<file path="src/hdl/lzw_compressor_12bit_unit_assert.svh">
// Assertion macros for the LZW compressor block.
// Taken in by `include from the files that carry concurrent assertions.
`ifndef LZW_COMPRESSOR_12BIT_UNIT_ASSERT_SVH
`define LZW_COMPRESSOR_12BIT_UNIT_ASSERT_SVH
`ifndef SYNTHESIS
`define LZW_ASSERT(lbl, clk, rstn, prop) \
  lbl: assert property (@(posedge clk) disable iff (!rstn) prop) \
    else $error("lzw assertion failed");
`define LZW_NEVER(lbl, clk, rstn, expr) \
  lbl: assert property (@(posedge clk) disable iff (!rstn) !(expr)) \
    else $error("lzw forbidden condition");
`else
`define LZW_ASSERT(lbl, clk, rstn, prop)
`define LZW_NEVER(lbl, clk, rstn, expr)
`endif
`endif

</file>
<file path="src/hdl/lzw_pkg.sv">
// Shared types for the LZW compressor: controller states, phases and the
// command / status structs between controller and datapath. No dependencies.
package lzw_pkg;

  localparam int unsigned CNT_W = 5;

  typedef enum logic [2:0] {
    ST_SWEEP, ST_IDLE, ST_HASH, ST_MOD, ST_RD, ST_CHK, ST_LOAD, ST_BYTE
  } state_e;

  typedef enum logic [1:0] {
    PH_MISS, PH_CUR, PH_END, PH_ZERO
  } phase_e;

  typedef enum logic [1:0] {
    SEL_CUR, SEL_END, SEL_ZERO
  } code_sel_e;

  typedef struct packed {
    logic      sweep_wr;
    logic      idx_clr;
    logic      load_in;
    logic      set_cur_byte;
    logic      hash_ld;
    logic      hv_sub;
    logic      probe_start;
    logic      probe_step;
    logic      dict_wr;
    logic      cur_from_hit;
    logic      pack_load;
    code_sel_e code_sel;
    logic      emit;
    logic      tag_last;
    logic      tag_end;
    logic      msg_clear;
  } cmd_t;

  typedef struct packed {
    logic sweep_done;
    logic have;
    logic last;
    logic hv_ge;
    logic slot_empty;
    logic slot_match;
    logic probe_exh;
    logic dict_room;
    logic out_free;
    logic byte_last;
  } sts_t;

endpackage

</file>
<file path="src/hdl/lzw_ctrl.sv">
// Controller state machine of the LZW compressor: sequences clearing,
// hashing, probing and code packing. Depends on lzw_pkg.
module lzw_ctrl (
  input  logic          clk_i,
  input  logic          rst_ni,
  input  logic          s_tvalid_i,
  input  logic          s_tlast_i,
  output logic          s_tready_o,
  input  lzw_pkg::sts_t sts_i,
  output lzw_pkg::cmd_t cmd_o
);

  lzw_pkg::state_e state_q, state_d;
  lzw_pkg::phase_e phase_q, phase_d;
  logic            final_q, final_d;
  logic            accept;

  assign s_tready_o = (state_q == lzw_pkg::ST_IDLE);
  assign accept     = s_tvalid_i && s_tready_o;

  always_ff @(posedge clk_i or negedge rst_ni) begin
    if (!rst_ni) begin
      state_q <= lzw_pkg::ST_SWEEP;
      phase_q <= lzw_pkg::PH_MISS;
      final_q <= 1'b0;
    end else begin
      state_q <= state_d;
      phase_q <= phase_d;
      final_q <= final_d;
    end
  end

  always_comb begin
    state_d = state_q;
    phase_d = phase_q;
    final_d = final_q;
    cmd_o   = '0;
    cmd_o.code_sel = lzw_pkg::SEL_CUR;
    unique case (state_q)
      lzw_pkg::ST_SWEEP: begin
        cmd_o.sweep_wr = 1'b1;
        if (sts_i.sweep_done) begin
          state_d = lzw_pkg::ST_IDLE;
        end
      end
      lzw_pkg::ST_IDLE: begin
        cmd_o.load_in = accept;
        if (accept) begin
          if (sts_i.have) begin
            state_d = lzw_pkg::ST_HASH;
          end else if (s_tlast_i) begin
            phase_d = lzw_pkg::PH_CUR;
            state_d = lzw_pkg::ST_LOAD;
          end
        end
      end
      lzw_pkg::ST_HASH: begin
        cmd_o.hash_ld = 1'b1;
        state_d = lzw_pkg::ST_MOD;
      end
      lzw_pkg::ST_MOD: begin
        // reduce the start slot below the table size, one subtract a cycle
        if (sts_i.hv_ge) begin
          cmd_o.hv_sub = 1'b1;
        end else begin
          cmd_o.probe_start = 1'b1;
          state_d = lzw_pkg::ST_RD;
        end
      end
      lzw_pkg::ST_RD: begin
        state_d = lzw_pkg::ST_CHK;
      end
      lzw_pkg::ST_CHK: begin
        if (sts_i.slot_empty) begin
          cmd_o.dict_wr = sts_i.dict_room;
          phase_d = lzw_pkg::PH_MISS;
          state_d = lzw_pkg::ST_LOAD;
        end else if (sts_i.slot_match) begin
          cmd_o.cur_from_hit = 1'b1;
          if (sts_i.last) begin
            phase_d = lzw_pkg::PH_CUR;
            state_d = lzw_pkg::ST_LOAD;
          end else begin
            state_d = lzw_pkg::ST_IDLE;
          end
        end else if (sts_i.probe_exh) begin
          phase_d = lzw_pkg::PH_MISS;
          state_d = lzw_pkg::ST_LOAD;
        end else begin
          cmd_o.probe_step = 1'b1;
          state_d = lzw_pkg::ST_RD;
        end
      end
      lzw_pkg::ST_LOAD: begin
        cmd_o.pack_load = 1'b1;
        case (phase_q)
          lzw_pkg::PH_END:  cmd_o.code_sel = lzw_pkg::SEL_END;
          lzw_pkg::PH_ZERO: cmd_o.code_sel = lzw_pkg::SEL_ZERO;
          default:          cmd_o.code_sel = lzw_pkg::SEL_CUR;
        endcase
        cmd_o.set_cur_byte = (phase_q == lzw_pkg::PH_MISS);
        final_d = ((phase_q == lzw_pkg::PH_MISS) && !sts_i.last) ||
                  (phase_q == lzw_pkg::PH_ZERO);
        state_d = lzw_pkg::ST_BYTE;
      end
      lzw_pkg::ST_BYTE: begin
        if (sts_i.out_free) begin
          cmd_o.emit     = 1'b1;
          cmd_o.tag_last = final_q && sts_i.byte_last;
          cmd_o.tag_end  = (phase_q == lzw_pkg::PH_ZERO) && sts_i.byte_last;
          if (sts_i.byte_last) begin
            unique case (phase_q)
              lzw_pkg::PH_MISS: begin
                if (sts_i.last) begin
                  phase_d = lzw_pkg::PH_CUR;
                  state_d = lzw_pkg::ST_LOAD;
                end else begin
                  state_d = lzw_pkg::ST_IDLE;
                end
              end
              lzw_pkg::PH_CUR: begin
                phase_d = lzw_pkg::PH_END;
                state_d = lzw_pkg::ST_LOAD;
              end
              lzw_pkg::PH_END: begin
                phase_d = lzw_pkg::PH_ZERO;
                state_d = lzw_pkg::ST_LOAD;
              end
              lzw_pkg::PH_ZERO: begin
                cmd_o.msg_clear = 1'b1;
                cmd_o.idx_clr   = 1'b1;
                state_d = lzw_pkg::ST_SWEEP;
              end
              default: state_d = lzw_pkg::ST_IDLE;
            endcase
          end
        end
      end
      default: state_d = lzw_pkg::ST_SWEEP;
    endcase
  end

endmodule

</file>
<file path="config.mk">
export PLATFORM = sky130hd
export DESIGN_NAME = lzw_ctrl
export DESIGN_NICKNAME = d
export VERILOG_FILES = /design/src/hdl/lzw_compressor_12bit_unit_assert.svh /design/src/hdl/lzw_pkg.sv /design/src/hdl/lzw_ctrl.sv
export SDC_FILE = /design/constraint.sdc
export NUM_CORES = 1
export LEC_CHECK = 0
export ABC_AREA = 1
export BUFFER_PORTS_ARGS = -buffer_cell sky130_fd_sc_hd__buf_2
export CORE_MARGIN = 5
export CORE_UTILIZATION = 43
export DETAILED_ROUTE_END_ITERATION = 8
export PLACE_DENSITY = 0.75
export SLEW_MARGIN = 25
export SYNTH_ARGS = -nofsm -noshare
export SYNTH_HDL_FRONTEND = slang
export SYNTH_SLANG_ARGS = --single-unit
</file>
<file path="constraint.sdc">
create_clock -name clk_i -period 1.4 [get_ports clk_i]
set_input_delay 0.07 -clock clk_i [delete_from_list [all_inputs] [get_ports clk_i]]
set_output_delay 0.07 -clock clk_i [all_outputs]
set_load 0.01 [all_outputs]
</file>
==> results of run 1 <==
[layer usage]
layer,up-vias,track usage,routed length (um)
met2,41,0.3182,1272
met5,-,0,0
met3,4,0.01690,148
li1,520,-,-
met4,0,0.03830,36
met1,460,0.2150,1027
[power by group]
group	internal, W	switching (W)	leakage [nW]
combinational	0.000875	0.00102	0.651
sequential	0.000266	0.000127	0.0718
clock	0.0000963	0.0000524	0.0138
[registers in the layout, summed over array words and instances, names as in the netlist]
register  cells
phase_q       2
final_q       1
state_q       3
[through the flow]
stage,power (W),setup WS [ns]
after floorplan,0.001313,0.05676
after global placement,0.001712,0.03124
after detailed placement,0.001748,0.0003094
after CTS,0.001992,-0.008348
after global routing,0.002656,-0.1252
final,0.002441,-0.08437
[area by class of cell]
| cell class | count | area share |
|---|---|---|
| repair buffers | 58 | 0.3011 |
| flip-flops and latches | 6 | 0.1202 |
| clock buffers | 3 | 0.01760 |
| well taps | 25 | 0.02444 |
| multi-input cells | 97 | 0.4614 |
| inverters | 24 | 0.07527 |
[critical path, stage by stage (launching register included)]
cell and delay (ns):
dfrtp_2 0.45, buf_4 0.15, nand2_2 0.07, nor2_4 0.12
inv_2 0.07, nor3_2 0.14, buf_2 0.18
[repair_timing]
item / 4_1_cts / 5_1_grt
pin swaps: 2 / 11
endpoints found under the hold margin: 6 / 0
setup endpoints to repair: 13 / 16
gates resized for setup: 5 / 27
hold buffers: 1 / 0
buffers inserted: 3 / 12
[logic make-up (layout without fill, tap and decap cells)]
group / after synthesis / after routing
and+or+nand+nor: 84 / 84
buffers and inverters: 28 / 85
AOI/OAI and AO/OA: 9 / 9
DFF: 6 / 6
adders and majority gates: 4 / 4
[layout by cell type, fill, tap and decap left out, drive strengths merged]
| master | Yosys | final |
|---|---|---|
| buf | 4 | 57 |
| a21oi | 4 | 4 |
| o21ai | 5 | 5 |
| nand3b | 3 | 3 |
| dfrtp | 6 | 6 |
| clkbuf | 0 | 3 |
| ha | 4 | 4 |
| nor3 | 8 | 8 |
| dlygate4sd3 | 0 | 1 |
| clkinv | 1 | 2 |
| nand4 | 1 | 1 |
| nor2 | 21 | 21 |
| nand2 | 39 | 39 |
| inv | 23 | 22 |
| nand3 | 12 | 12 |
[worst max path at each step]
stage,from,end,slack (ns),depth (start not counted)
floorplan,phase_q[0],state_q[2],0.06,10
global placement,state_q[0],phase_q[1],0.03,9
detailed placement,phase_q[1],state_q[2],0.0003,10
CTS,state_q[2],cmd_o[2],-0.008,4
global route,phase_q[1],state_q[2],-0.13,10
finish,state_q[2],cmd_o[7],-0.08,6
==> flow_metrics.env, run 1 <==
export IMPL_post_route_period_util=1.060
export IMPL_synth_xor_area_frac=0
export IMPL_reg2reg_depth=8
export IMPL_via_per_inst=4.812
export IMPL_pwr_density_cell_nw_per_um2=1907
export IMPL_std_cell_rows=15
export IMPL_cts_tree="built"
export IMPL_muxShareOfSynthArea=0
export IMPL_antennaDiodeCount=0
export IMPL_numCtsBuffers=3
export IMPL_grt_start_max_net_pins=8
export IMPL_dieWidth_um=52.89
export IMPL_nFillCells=155
export IMPL_instances_no_fill=213
export IMPL_ant_nets=0
export IMPL_place_gp_congestion=0.8682
export IMPL_syn_avg_cell_area_um2=6.036
export IMPL_dp_final_hpwl_um=1770
export IMPL_slew_violations=0
export IMPL_synth_yosys_seq_area_share=0.1899
export IMPL_critPathArrivalTime_ns=1.41
export IMPL_postLayoutSetupSlackWorst_ns=-0.08437
export IMPL_yosysWarningCount=0
export IMPL_h_tree_depth=1
export IMPL_grt_pass1_wl_um=3670
export IMPL_routed_wl_um=2484
export IMPL_grt_setup_unrepaired="true"
export IMPL_setup_violations=2
export IMPL_dieArea_um2=2797
export IMPL_yosys_area_share_simple=0.5190
export IMPL_worstPathMaxFanout=4
export IMPL_synth_compound_area_frac=0.06171
export IMPL_firstDrtPassIters=4
export IMPL_grt_pass1_vias=925
export IMPL_syn_inst=131
export IMPL_ff_latch_area_um2=153.9
export IMPL_drt_first_iter_violations=19
export IMPL_track_usage=0.1733
export IMPL_outcome="finished, violations left"
export IMPL_synthTopCellsByCount="nand2_1 (32), inv_1 (20), nor2_1 (16)"
export IMPL_maxCapViolCount=0
export IMPL_ys_ff_latch=6
export IMPL_synth_most_common_cell="nand2_1"
export IMPL_cp_start_kind="flip-flop"
export IMPL_violations="setup timing"
export IMPL_initial_core_util=0.4530
export IMPL_fin_skew_ns=0.0004738
export IMPL_worst_pin_slew_ns=0.2282
export IMPL_die_h_um=52.89
export IMPL_root_buffer="clkbuf_4"
export IMPL_synth_area_leaders="dfrtp_1 (19%), nand2_1 (15%), inv_1 (9.5%), nor2_1 (7.6%), ha_1 (6.3%)"
export IMPL_coreArea_um2=1745
export IMPL_r2r_start="state_q[2]"
export IMPL_yosys_area_top_type="dfrtp_1"
export IMPL_r2r_setup_slack_ns=-0.01
export IMPL_path_clk_slew_ns=0.04
export IMPL_ys_flop_type="dfrtp_1"
export IMPL_synth_top_family_by_area="simple AND/OR/NAND/NOR gates"
export IMPL_end_kind="primary output"
export IMPL_final_area_um2=1280
export IMPL_period_minus_slack_ns=1.484
export IMPL_fmax_mhz=673.7
export IMPL_hold_viol=0
export IMPL_setup_tns_ns=-0.09418
export IMPL_post_place_cells=194
export IMPL_avgRoutedWirePerCell_um=11.66
export IMPL_rr_endpoint="state_q[2]"
export IMPL_boundaryPins=32
export IMPL_holdWs_ns=0.1869
export IMPL_area_delta_synth_final_pct=61.87
export IMPL_multi_input_area_um2=590.6
export IMPL_antenna_found_initial=0
export IMPL_crit_type="reg2out"
export IMPL_layout_nets=208
export IMPL_synth_nets=149
export IMPL_synth_edf_count=0
export IMPL_peakVddDrop_mv=1.228
export IMPL_cts_buffer_depth=2
export IMPL_overflow=0
export IMPL_cp_required_ns=1.33
export IMPL_synthArstFlopShare=1.000
export IMPL_vias=1025
export IMPL_p_leak_nw=0.7362
export IMPL_maxSlewHeadroom=0.8475
export IMPL_synth_cell_area_um2=790.8
export IMPL_cts_sinks=6
export IMPL_place_area_um2=1022
export IMPL_drc_errors=0
export IMPL_final_util=0.7333
export IMPL_synthAdderAreaFrac=0.06329
export IMPL_worstSkewPairLatency_ns=0.23
export IMPL_drive_gt1_frac=0.5319
export IMPL_synth_cell_types=23
export IMPL_hold_path_class="in2async"
export IMPL_portBuffers=31
export IMPL_synth_top_area_share=0.1899
No activity file was read; power rests on OpenSTA's default activity.
==> run 2, diff against run 1 <==
--- a/config.mk
+++ b/config.mk
@@ -11,6 +11,7 @@
 export CORE_UTILIZATION = 43
 export DETAILED_ROUTE_END_ITERATION = 8
 export PLACE_DENSITY = 0.75
+export SETUP_SLACK_MARGIN = 0.2
 export SLEW_MARGIN = 25
 export SYNTH_ARGS = -nofsm -noshare
 export SYNTH_HDL_FRONTEND = slang
==> run 2 against run 1 <==
Against the previous run:
- the run still ends with setup timing left
- routed wire length rose by 50%
- sequential share of layout area fell by 2.0 points
- clock power rose by 10%
- global-route usage rose by 6.2 points
- sequential cell count did not move
- fmax fell by 4.3%
- sequential power rose by 8.9%
- highest routed layer unchanged
==> flow_metrics.env, run 2 (synthesis results as in run 1) <==
export IMPL_path_cells="buf_4, nand3_4, clkinv_2, nand2_4, nand2_4, nor2_4, nand2_2, nand2_1, nand2_1"
export IMPL_p_leak_nw=0.8286
export IMPL_crit_type="reg2reg"
export IMPL_area_delta_synth_final_pct=96.36
export IMPL_cts_sinks=6
export IMPL_via_per_inst=5.427
export IMPL_multi_input_area_um2=726.9
export IMPL_layout_commonest_cell="buf_2"
export IMPL_total_power_w=0.003271
export IMPL_violations="setup timing"
export IMPL_track_usage=0.2354
export IMPL_drive_gt1_frac=0.6769
export IMPL_fmax_mhz=644.5
export IMPL_ff_latch_area_um2=155.1
export IMPL_cts_tree="built"
export IMPL_layout_common_cells="buf_2 (27), nand2_1 (26), buf_6 (20)"
export IMPL_grt_setup_unrepaired="true"
export IMPL_worstPathMaxFanout=5
export IMPL_nFillCells=87
export IMPL_largest_register="state_q"
export IMPL_period_minus_slack_ns=1.552
export IMPL_firstDrtPassIters=4
export IMPL_numCtsBuffers=3
export IMPL_grt_start_max_net_pins=8
export IMPL_portBuffers=31
export IMPL_path_clk_slew_ns=0.05
export IMPL_routed_wl_um=3735
export IMPL_root_buffer="clkbuf_4"
export IMPL_peakVddDrop_mv=1.624
export IMPL_avgRoutedWirePerCell_um=16.98
export IMPL_boundaryPins=32
export IMPL_overflow=0
export IMPL_coreArea_um2=1745
export IMPL_grt_pass1_vias=1069
export IMPL_vias=1194
export IMPL_ant_nets=0
export IMPL_critPathArrivalTime_ns=1.67
export IMPL_maxCapViolCount=0
export IMPL_antenna_found_initial=0
export IMPL_outcome="finished, violations left"
export IMPL_dieArea_um2=2797
export IMPL_h_tree_depth=1
export IMPL_layout_nets=215
export IMPL_end_kind="flip-flop"
export IMPL_cp_top_family="simple AND/OR/NAND/NOR gates"
export IMPL_cp_required_ns=1.52
export IMPL_initial_core_util=0.4530
export IMPL_pwr_density_cell_nw_per_um2=2107
export IMPL_dieWidth_um=52.89
export IMPL_slew_violations=0
export IMPL_cts_buffer_depth=2
export IMPL_worstSkewPairLatency_ns=0.25
export IMPL_reg_top3="state_q: 3 flops, phase_q: 2 flops, final_q: 1 flops"
export IMPL_dp_final_hpwl_um=1737
export IMPL_drt_first_iter_violations=38
export IMPL_fin_skew_ns=0.004288
export IMPL_setup_violations=18
export IMPL_drc_errors=0
export IMPL_post_route_period_util=1.108
export IMPL_antennaDiodeCount=0
export IMPL_worst_pin_slew_ns=0.2692
export IMPL_cp_num_buf_inv=2
export IMPL_holdWs_ns=0.1732
export IMPL_maxSlewHeadroom=0.8201
export IMPL_hold_path_class="in2async"
export IMPL_die_h_um=52.89
export IMPL_grt_pass1_wl_um=4774
export IMPL_cp_start_kind="flip-flop"
export IMPL_hold_viol=0
export IMPL_setup_tns_ns=-1.068
export IMPL_largest_reg_flops=3
export IMPL_max_stage_delay_ns=0.47
export IMPL_std_cell_rows=15
export IMPL_critPathSlowestCell="dfrtp_2"
export IMPL_postLayoutSetupSlackWorst_ns=-0.1515
export IMPL_place_gp_congestion=0.8597
-- run 2: cell count changes in the layout (fill, tap and decap cells not counted), moves of 3 or more --
cell | previous run | this run
nor2_4 | 3 | 9
buf_4 | 21 | 16
nand3_1 | 10 | 7
nor2_1 | 14 | 7
nand2_4 | 0 | 4
nand2_2 | 12 | 9
inv_1 | 15 | 10
buf_6 | 6 | 20
o21ai_2 | 0 | 3
buf_2 | 30 | 27
o21ai_0 | 4 | 0
-- run 2: per-layer routing --
metal,up-vias,share of wire,global-route usage
met4,0,0.049,0.08511
met3,20,0.076,0.04225
met5,-,0,0
li1,538,-,-
met2,78,0.50,0.4566
met1,558,0.37,0.2470
-- run 2: timing repair --
action | CTS | global route
buffers inserted | 14 | 12
gates resized for setup | 47 | 38
pin swaps | 25 | 23
endpoints found under the setup margin | 24 | 24
endpoints found under the hold margin | 6 | 0
hold buffers | 1 | 0
-- run 2: final timing paths --
check,startpoint,endpoint,slack (ns),depth (start not counted)
setup / recovery,state_q[1],phase_q[1],-0.15,9
hold / removal,rst_ni,state_q[1],0.17,2
setup reg to reg,state_q[1],phase_q[1],-0.15,9
hold reg to reg,final_q,final_q,0.57,2
max in group asynchronous,rst_ni,phase_q[1],1.07,2
min in group clk_i,s_tlast_i,state_q[0],0.26,6
-- run 2: per-stage QoR --
| stage | instance area [um^2] | worst slack, ns | std cells | util |
|---|---|---|---|---|
| after global placement | 1030 | 0.0005376 | 190 | 0.5900 |
| after floorplan | 815.8 | 0.1348 | 131 | - |
| final | 1553 | -0.1515 | 220 | 0.8896 |
| after global routing | 1553 | -0.2111 | 220 | 0.8896 |
| after detailed placement | 1030 | -0.01816 | 190 | 0.5900 |
| after CTS | 1331 | -0.01108 | 208 | 0.7627 |
-- run 2: final cells by class --
cell class / instances / share of cell area
multi-input cells: 97 / 0.4682
repair buffers: 65 / 0.3288
flip-flops and latches: 6 / 0.09992
inverters: 24 / 0.06849
well taps: 25 / 0.02015
clock buffers: 3 / 0.01450
-- run 2: where the power goes --
| group | internal [W] | switching [W] | leakage [nW] |
|---|---|---|---|
| Clock | 0.0000972 | 0.0000665 | 0.0138 |
| Sequential | 0.000267 | 0.000161 | 0.0702 |
| Combinational | 0.00126 | 0.00142 | 0.745 |
-- run 2: worst register-to-register path: stages, from the launching register on --
cell and delay, ns:
dfrtp_2 0.47, buf_4 0.17, nand3_4 0.10, clkinv_2 0.12, nand2_4 0.12, nand2_4 0.09
nor2_4 0.13, nand2_2 0.08, nand2_1 0.07, nand2_1 0.08
==> run 3, diff against run 2 <==
--- a/config.mk
+++ b/config.mk
@@ -8,9 +8,10 @@
 export ABC_AREA = 1
 export BUFFER_PORTS_ARGS = -buffer_cell sky130_fd_sc_hd__buf_2
 export CORE_MARGIN = 5
-export CORE_UTILIZATION = 43
+export CORE_UTILIZATION = 51
 export DETAILED_ROUTE_END_ITERATION = 8
-export PLACE_DENSITY = 0.75
+export GPL_TIMING_DRIVEN = 0
+export PLACE_DENSITY = 0.84
 export SETUP_SLACK_MARGIN = 0.2
 export SLEW_MARGIN = 25
 export SYNTH_ARGS = -nofsm -noshare
==> constraint.sdc (replaced) <==
create_clock -name clk_i -period 1.8 [get_ports clk_i]
set_input_delay 0.09 -clock clk_i [delete_from_list [all_inputs] [get_ports clk_i]]
set_output_delay 0.09 -clock clk_i [all_outputs]
set_load 0.01 [all_outputs]
==> run 3 against run 2 <==
Against the previous run:
- the flow now finishes without violations
- global-route usage down 7.0 points
- clock skew down 0.0033 ns
- critical path type unchanged
- critical path depth up 1
- cell count down 16%
- setup slack better by 0.44 ns
==> flow_metrics.env, run 3 (synthesis results as in run 1) <==
export IMPL_grt_start_max_net_pins=11
export IMPL_largest_register="state_q"
export IMPL_internal_power_w=0.0006801
export IMPL_h_tree_depth=1
export IMPL_nFillCells=142
export IMPL_layout_common_cells="nand2_1 (32), buf_2 (31), inv_1 (19)"
export IMPL_ant_nets=0
export IMPL_post_route_period_util=0.8404
export IMPL_drt_first_iter_violations=9
export IMPL_cts_buffer_depth=2
export IMPL_dp_final_hpwl_um=1676
export IMPL_std_cell_rows=14
export IMPL_p_sw_w=0.0007791
export IMPL_slew_violations=0
export IMPL_dieArea_um2=2438
export IMPL_track_usage=0.1652
export IMPL_pwr_density_cell_nw_per_um2=1414
export IMPL_r2r_start="phase_q[1]"
export IMPL_cts_tree="built"
export IMPL_worst_pin_slew_ns=0.2625
export IMPL_coreArea_um2=1489
export IMPL_crit_start="phase_q[1]"
export IMPL_place_gp_congestion=0.8684
export IMPL_avgRoutedWirePerCell_um=11.28
export IMPL_setup_violations=0
export IMPL_worstPathMaxFanout=4
export IMPL_critPathArrivalTime_ns=1.64
export IMPL_portBuffers=31
export IMPL_boundaryPins=32
export IMPL_cp_start_kind="flip-flop"
export IMPL_maxSlewHeadroom=0.8243
export IMPL_dieWidth_um=49.38
export IMPL_grt_util_met1=0.1852
export IMPL_ff_latch_area_um2=151.4
export IMPL_layout_commonest_cell="nand2_1"
export IMPL_end_kind="flip-flop"
export IMPL_largest_reg_flops=3
export IMPL_crit_type="reg2reg"
export IMPL_period_minus_slack_ns=1.513
export IMPL_root_buffer="clkbuf_4"
export IMPL_postLayoutSetupSlackWorst_ns=0.2873
export IMPL_cp_required_ns=1.93
export IMPL_area_delta_synth_final_pct=30.54
export IMPL_p_leak_nw=0.6244
export IMPL_die_h_um=49.38
export IMPL_routed_wl_um=2075
export IMPL_outcome="finished clean"
export IMPL_multi_input_area_um2=526.8
export IMPL_setup_tns_ns=0
export IMPL_clkPwrFrac=0.084
export IMPL_cts_sinks=6
export IMPL_drc_errors=0
export IMPL_grt_pass1_wl_um=3277
export IMPL_grt_use_met2=0.3004
export IMPL_worstSkewPairLatency_ns=0.24
export IMPL_initial_core_util=0.5311
export IMPL_antennaDiodeCount=0
export IMPL_layout_nets=188
export IMPL_hold_path_class="in2async"
export IMPL_reg_top3="state_q: 3 flops, phase_q: 2 flops, final_q: 1 flops"
export IMPL_vias=916
export IMPL_antenna_found_initial=0
export IMPL_path_clk_slew_ns=0.04
export IMPL_grt_pass1_vias=824
export IMPL_p_sw_frac=0.5339
export IMPL_overflow=0
export IMPL_place_ws_ns=0.2853
export IMPL_numCtsBuffers=3
export IMPL_power_share_combinational=0.725
export IMPL_hold_viol=0
export IMPL_final_util=0.6933
export IMPL_fin_skew_ns=0.0009468
export IMPL_grt_setup_unrepaired="false"
export IMPL_p_seq_frac=0.190
export IMPL_via_per_inst=4.978
export IMPL_top_usage_layer="met2"
export IMPL_met3_usage=0.03058
export IMPL_fmax_mhz=661.1
export IMPL_drive_gt1_frac=0.3810
export IMPL_maxCapViolCount=0
export IMPL_firstDrtPassIters=4
export IMPL_peakVddDrop_mv=0.8237
run 3: routing by layer:
metal,up-vias,part of all wire
met3,4,0.073
met5,-,0
li1,478,-
met2,35,0.50
met4,0,0.013
met1,399,0.42
run 3: cell type report:
| class | instances | share of cell area |
|---|---|---|
| well taps | 16 | 0.01939 |
| inverters | 24 | 0.09091 |
| repair buffers | 34 | 0.1745 |
| multi-input cells | 97 | 0.5103 |
| clock buffers | 3 | 0.02182 |
| flip-flops and latches | 6 | 0.1467 |
| plain buffers | 4 | 0.03636 |
run 3: worst paths after layout:
check / to / slack (ns) / cells past startpoint
worst max-delay path: state_q[1] / 0.29 / 10
max in group asynchronous: state_q[2] / 1.45 / 2
min in group clk_i: state_q[0] / 0.23 / 6
worst min register to register: final_q / 0.56 / 2
worst min-delay path: final_q / 0.20 / 2
worst max register to register: state_q[1] / 0.29 / 10
run 3: stage by stage:
stage          instances  instance area, um^2  hold WS (ns)  total power (W)
3_5_place_dp         178                965.9      -0.08082         0.001263
4_1_cts              182                999.7        0.2012         0.001398
6_report             184                 1032        0.1975         0.001459
5_1_grt              184                 1032        0.2215         0.001600
3_3_place_gp         178                965.9      -0.08742         0.001227
2_1_floorplan        131                790.8       -0.2056         0.001021
run 3: power by group through the flow:
stage / Sequential [W] / Combinational (W) / Clock [W]
5_1_grt: 0.000283 / 0.00118 / 0.000140
3_3_place_gp: 0.000274 / 0.000953 / 0
4_1_cts: 0.000275 / 0.000997 / 0.000127
3_5_place_dp: 0.000275 / 0.000988 / 0
2_1_floorplan: 0.000258 / 0.000763 / 0
6_report: 0.000278 / 0.00106 / 0.000123
run 3: timing repair:
action	in CTS	in global routing
setup buffers	0	2
hold buffers	1	0
cloned	0	0
endpoints found under the hold margin	6	0
resized for setup	1	3
pin swaps	0	1
endpoints found under the setup margin	2	5
run 3: worst max-delay path, cell delays in order, from the launching register on:
cell	delay (ns)
dfrtp_1	0.42
inv_1	0.15
ha_4	0.22
inv_1	0.06
nand2_1	0.05
nand2_1	0.06
nor2_1	0.04
nor2_1	0.15
nand3b_1	0.13
nand2_1	0.07
nand2_1	0.05
